[src/hdl/sem_pkg.sv]
package sem_pkg;

	// configuration register indexes
	localparam logic REG_FRAME_WIDTH  = 1'b0;
	localparam logic REG_FRAME_HEIGHT = 1'b1;

	localparam int CFG_W        = 13;
	localparam int FW_W         = 11;
	localparam int FH_W         = 13;
	localparam int HEIGHT_LIMIT = 4096;

	// gx^2 + gy^2 fits in 21 bits
	localparam int SUM_W = 21;
	localparam int GRAD_W = 11;
	localparam logic [7:0] SAT_MAX = 8'd255;
	// above 255*255+255 the rounded root is at least 256
	localparam logic [SUM_W-1:0] SAT_SUM = 21'd65280;

	typedef logic [23:0] pix_t;
	typedef logic signed [GRAD_W-1:0] grad_t;
	typedef logic [SUM_W-1:0] sum_t;

	typedef enum logic [2:0] {
		S_IDLE,
		S_RD,
		S_SUM,
		S_SQ,
		S_ROOT_GO,
		S_ROOT_WAIT,
		S_OUT
	} state_t;

endpackage

[src/hdl/sem_root.sv]
module sem_root (
	input  logic               clk,
	input  logic               arst_n,
	input  logic               start,
	input  sem_pkg::sum_t      sum,
	output logic               done,
	output logic [7:0]         mag
);
	import sem_pkg::*;

	sum_t        sum_q;
	logic [7:0]  root_q;
	logic [7:0]  bit_q;
	logic        busy_q;
	logic        rnd_q;
	logic        done_q;
	logic [7:0]  mag_q;

	logic [7:0]  trial;
	logic [15:0] trial_sq;
	logic [16:0] root_sq_plus;

	assign trial        = root_q | bit_q;
	assign trial_sq     = 16'(trial * trial);
	assign root_sq_plus = 17'(root_q * root_q) + 17'(root_q);

	always_ff @(posedge clk or negedge arst_n) begin
		if (!arst_n) begin
			busy_q <= 1'b0;
			rnd_q  <= 1'b0;
			done_q <= 1'b0;
		end else begin
			done_q <= 1'b0;
			if (start) begin
				busy_q <= 1'b1;
			end else if (busy_q) begin
				if (bit_q[0]) begin
					busy_q <= 1'b0;
					rnd_q  <= 1'b1;
				end
			end else if (rnd_q) begin
				rnd_q  <= 1'b0;
				done_q <= 1'b1;
			end
		end
	end

	// one result bit per cycle, msb first, then rounding to nearest with saturation at 255
	always_ff @(posedge clk) begin
		if (start) begin
			sum_q  <= sum;
			root_q <= '0;
			bit_q  <= 8'h80;
		end else if (busy_q) begin
			if (SUM_W'(trial_sq) <= sum_q) begin
				root_q <= trial;
			end
			bit_q <= bit_q >> 1;
		end else if (rnd_q) begin
			if (sum_q > SAT_SUM) begin
				mag_q <= SAT_MAX;
			end else if (sum_q > SUM_W'(root_sq_plus)) begin
				mag_q <= root_q + 8'd1;
			end else begin
				mag_q <= root_q;
			end
		end
	end

	assign done = done_q;
	assign mag  = mag_q;

endmodule
[config.mk]
export PLATFORM = sky130hd
export DESIGN_NAME = sem_root
export DESIGN_NICKNAME = d
export VERILOG_FILES = /design/src/hdl/sem_pkg.sv /design/src/hdl/sem_root.sv
export SDC_FILE = /design/constraint.sdc
export NUM_CORES = 1
export LEC_CHECK = 0
export ABC_AREA = 1
export BUFFER_PORTS_ARGS = -buffer_cell sky130_fd_sc_hd__buf_4
export CORE_MARGIN = 8
export CORE_UTILIZATION = 30
export CTS_BUF_LIST = sky130_fd_sc_hd__clkbuf_8 sky130_fd_sc_hd__clkbuf_16
export DETAILED_ROUTE_END_ITERATION = 6
export REMOVE_ABC_BUFFERS = 1
export SLEW_MARGIN = 40
export SYNTH_ARGS = -nofsm -noshare
export SYNTH_HDL_FRONTEND = slang
export SYNTH_SLANG_ARGS = --single-unit
[constraint.sdc]
create_clock -name clk -period 6.9 [get_ports clk]
set_input_delay 0.69 -clock clk [delete_from_list [all_inputs] [get_ports clk]]
set_output_delay 0.69 -clock clk [all_outputs]
set_load 0.005 [all_outputs]
==> impl_summary.md <==
Outcome
The flow ran to the end, and the final reports show no timing, DRC or antenna violations.

Route
Dividing the detail-routed wire length by the instance count gives 12.27 µm. The first routing iteration left 218 violations. The number of DRC violations after detailed routing is 0. Summed over all layers, the routed wires come to 13.00 mm. The first-pass detailed-route iteration total is 4. In the routed layout, each cell is associated on average with a via count of 4.376. The vias after detailed routing is 4634. The number of nets with antenna violations after detailed routing is 0.

Worst setup path
Across all register-to-register paths, the minimum setup slack is 0.75 ns. The startpoint kind of the worst setup timing path is a register. At the worst endpoint, the required time is 7.06 ns. The class of the most critical setup path is reg2reg. Data arrives at the worst endpoint at 6.31 ns.

STA classifies the critical path endpoint as a register. The reg-to-reg endpoint is root_q[2]. The worst register-to-register path begins at root_q[5].

Measured in cells, the most critical reg-to-reg path has a length of 25. Along the worst path, the maximum fanout reaches 14.

Logic synthesis
The mean cell area of the mapped netlist is 8.089 µm². The cell count after synthesis came out at 761. The mapped netlist covers 6156 µm². The netlist uses 36 different library cells. Among all flip-flop cells after synthesis, the most frequent one is edfxtp_1. For this run, the register share of the synthesized area comes to 0.2057. The number of synthesized flops with an enable pin is 29. The async set-reset flop share out of synthesis is 0.06250.

Yosys printed 0 warnings. Counting flops and latches in the post-synthesis netlist gives 48.

Die
During I/O placement, the number of pins put on the boundary was 33. After floorplanning, the core was divided into 52 placement rows. The horizontal die dimension is 159.2 µm. The area of the die is 25360 µm².

The placeable core area is 20170 µm². The starting density of the core is 0.3052. The vertical extent of the die is 159.2 µm.

Clock tree
TritonCTS built the clock tree. For this design, the CTS-stage hold fixing added 0 buffers. CTS placed an instance of clkbuf_16 at the clock tree root. The number of setup buffers added after CTS is 0. The clock net in this run drives a total of 48 sinks. The clock-pin slew reported for the worst setup and hold paths after clock tree synthesis is 0.06 ns. The number of buffers added by the clock tree synthesis step is 5. The number of buffers on the longest clock path is 2. The number of instances resized during post-cts repair is 0.

The count of H-tree levels built during CTS is 2. The later-pin clock latency in the skew report is 0.29 ns.

Layout
After the last flow step, the layout net total stands at 963. The number of antenna diodes in the final layout is 0. The share of final-layout standard cells stronger than drive strength 1 is 0.06464. The number of inserted filler cells in the final layout is 2153. Compared with the post-synthesis result, the final layout area differs by 10.81%.

Timing
The ratio of final minimum period to clock period is 0.8919. The total of endpoints with negative setup slack in the final report is 0. In the final timing run, aggregate negative setup slack is 0 ns. The upper clock frequency limit is 162.5 MHz.

The remaining max-slew budget at the tightest pin is 0.5093. The smallest clock period supported by the final layout is computed as 6.154 ns. In the post-route analysis, the smallest setup slack over all paths is 0.7462 ns. The final-report max-slew violation count is 0.

The worst clock skew on the final layout is 0.002930 ns. Setup repair after global routing left no endpoint under its margin. The number of hold violations in the final report is 0.

The transition time at the pin with the least slew margin is 0.7334 ns.

Min path
The path class of the lowest-slack min-delay path is in2async.

Placed design
The count of input and output buffers is 32. Routability-driven placement finished with a final weighted congestion of 0.8125. The post-placement worst setup slack is 0.7687 ns. Summed over all nets, the half-perimeter wirelength after detailed placement is 10.88 mm.

Power
In this run the power density over the cells is 112.9 nW/µm². The completed layout was analyzed and its total power is 0.7703 mW. The maximum vdd ir drop is 0.1040 mV. The static power due to leakage is 3.617 nW.

Flow run
Max-cap violations in this run came to 0.

Global route
Global routing finished with a remaining overflow of 0. The number of antenna violations at the first check in global routing is 0. The largest net degree at the start of global routing is 41. The via count of the first global-routing pass is 4641. In the global route stage, overall resource usage came out at 0.1077. The first global-routing pass estimated 22.91 mm of wire.
-- cells in the final DEF (no fill, tap or decap), drive strengths merged --
cell     Yosys  routed
inv        185     187
nand2      136     136
ha          93      93
fa          58      58
nor2        58      58
a21oi       48      48
nand3       34      34
buf          9      32
edfxtp      29      29
xor2        24      24
o21ai       19      19
dfxtp       16      16
xnor2       12      12
nor3        10      10
nand4        6       6
clkbuf       3       5
o21bai       4       4
dfrtp        3       3
a21boi       2       2
nand3b       2       2
a21o         2       2
clkinv       1       2
conb         2       2
or2          2       2
o21a         1       1
o2111ai      1       1
and3         1       1
-- worst max-delay path, stage by stage, from the launching register on --
cell,delay [ns]
dfxtp_1,0.50
nor2_1,0.57
inv_1,0.23
nand2_1,0.13
fa_1,0.41
inv_1,0.12
fa_1,0.45
fa_1,0.58
inv_1,0.07
fa_1,0.54
inv_1,0.04
ha_1,0.34
a21oi_1,0.17
o21ai_0,0.11
a21oi_1,0.27
o21ai_0,0.15
xor2_1,0.17
ha_1,0.30
nand2_1,0.07
nor2_1,0.13
and3_1,0.20
nand2_1,0.06
nand3_1,0.10
nand2_2,0.14
nand2_1,0.11
a21oi_1,0.06
-- cells in the mapped netlist, types with 2 or more instances --
master	number	area [µm²]
inv_1	185	694.4
nand2_1	134	503.0
ha_1	93	1164
fa_1	58	1161
nor2_1	54	202.7
a21oi_1	48	240.2
nand3_1	31	155.2
edfxtp_1	29	870.8
xor2_1	24	210.2
dfxtp_1	16	320.3
o21ai_0	16	80.08
xnor2_1	12	105.1
nor3_1	9	45.04
buf_2	8	40.04
nand4_1	6	37.54
nor2_2	4	25.02
o21bai_1	4	30.03
clkbuf_1	3	11.26
dfrtp_1	3	75.07
o21ai_1	3	15.01
a21boi_1	2	15.01
a21o_1	2	15.01
conb_1	2	7.510
nand3_2	2	20.02
nand3b_1	2	15.01
-- per-stage QoR --
step,hold WS [ns],instance area (µm²),utilization,cells
CTS,0.1675,6822,0.3382,1059
detailed placement,0.4733,6680,0.3312,1051
finish,0.1709,6822,0.3382,1059
floorplan,0.3944,6097,-,749
global route,0.1580,6822,0.3382,1059
global placement,0.4652,6675,0.3310,1051
-- layer usage --
layer | track usage | up-vias | wire length, µm
met5 | 0 | - | 0
met3 | 0.02249 | 12 | 662
met4 | 0.01758 | 0 | 141
met2 | 0.1698 | 78 | 5652
met1 | 0.1509 | 2131 | 6539
li1 | - | 2413 | -
-- logic make-up (layout without fill, tap and decap cells) --
family | count (synthesis) | in the layout | synth area share
and+or+nand+nor | 249 | 249 | 0.1744
buffers and inverters | 198 | 226 | 0.1230
adders and majority gates | 151 | 151 | 0.3776
AOI/OAI and AO/OA | 77 | 77 | 0.06687
DFF | 48 | 48 | 0.2057
xor gates and xnor gates | 36 | 36 | 0.05122
other | 2 | 2 | 0.001220
-- sequential cells by signal (all words and copies together), names as in the netlist --
signal	cells
root_q	8
busy_q	1
sum_q	21
done	1
rnd_q	1
mag	8
bit_q	8
-- report_power, final --
group	total (mW)	internal [mW]	switching, mW
combinational	0.191	0.0781	0.113
clock	0.241	0.134	0.107
sequential	0.338	0.320	0.0184
-- final cells by class --
cell class,count,area [µm²],share of cell area
Clock inverter,3,16.27,0.002384
Multi-Input combinational cell,515,4138,0.6066
Tap cell,270,337.8,0.04952
Inverter,186,698.2,0.1023
Sequential cell,48,1266,0.1856
Timing Repair Buffer,32,240.2,0.03522
Clock buffer,5,125.1,0.01834
-- how the worst max path moves through the flow --
stage	startpoint	cells past startpoint	slack (ns)	to
after floorplan	root_q[2]	22	1.72	mag[2]
after global placement	root_q[5]	25	0.78	root_q[2]
after detailed placement	root_q[5]	25	0.77	root_q[2]
after CTS	root_q[5]	25	0.72	root_q[2]
after global routing	root_q[5]	25	0.26	root_q[6]
final	root_q[5]	25	0.75	root_q[2]
No activity file was read; power rests on OpenSTA's default activity.
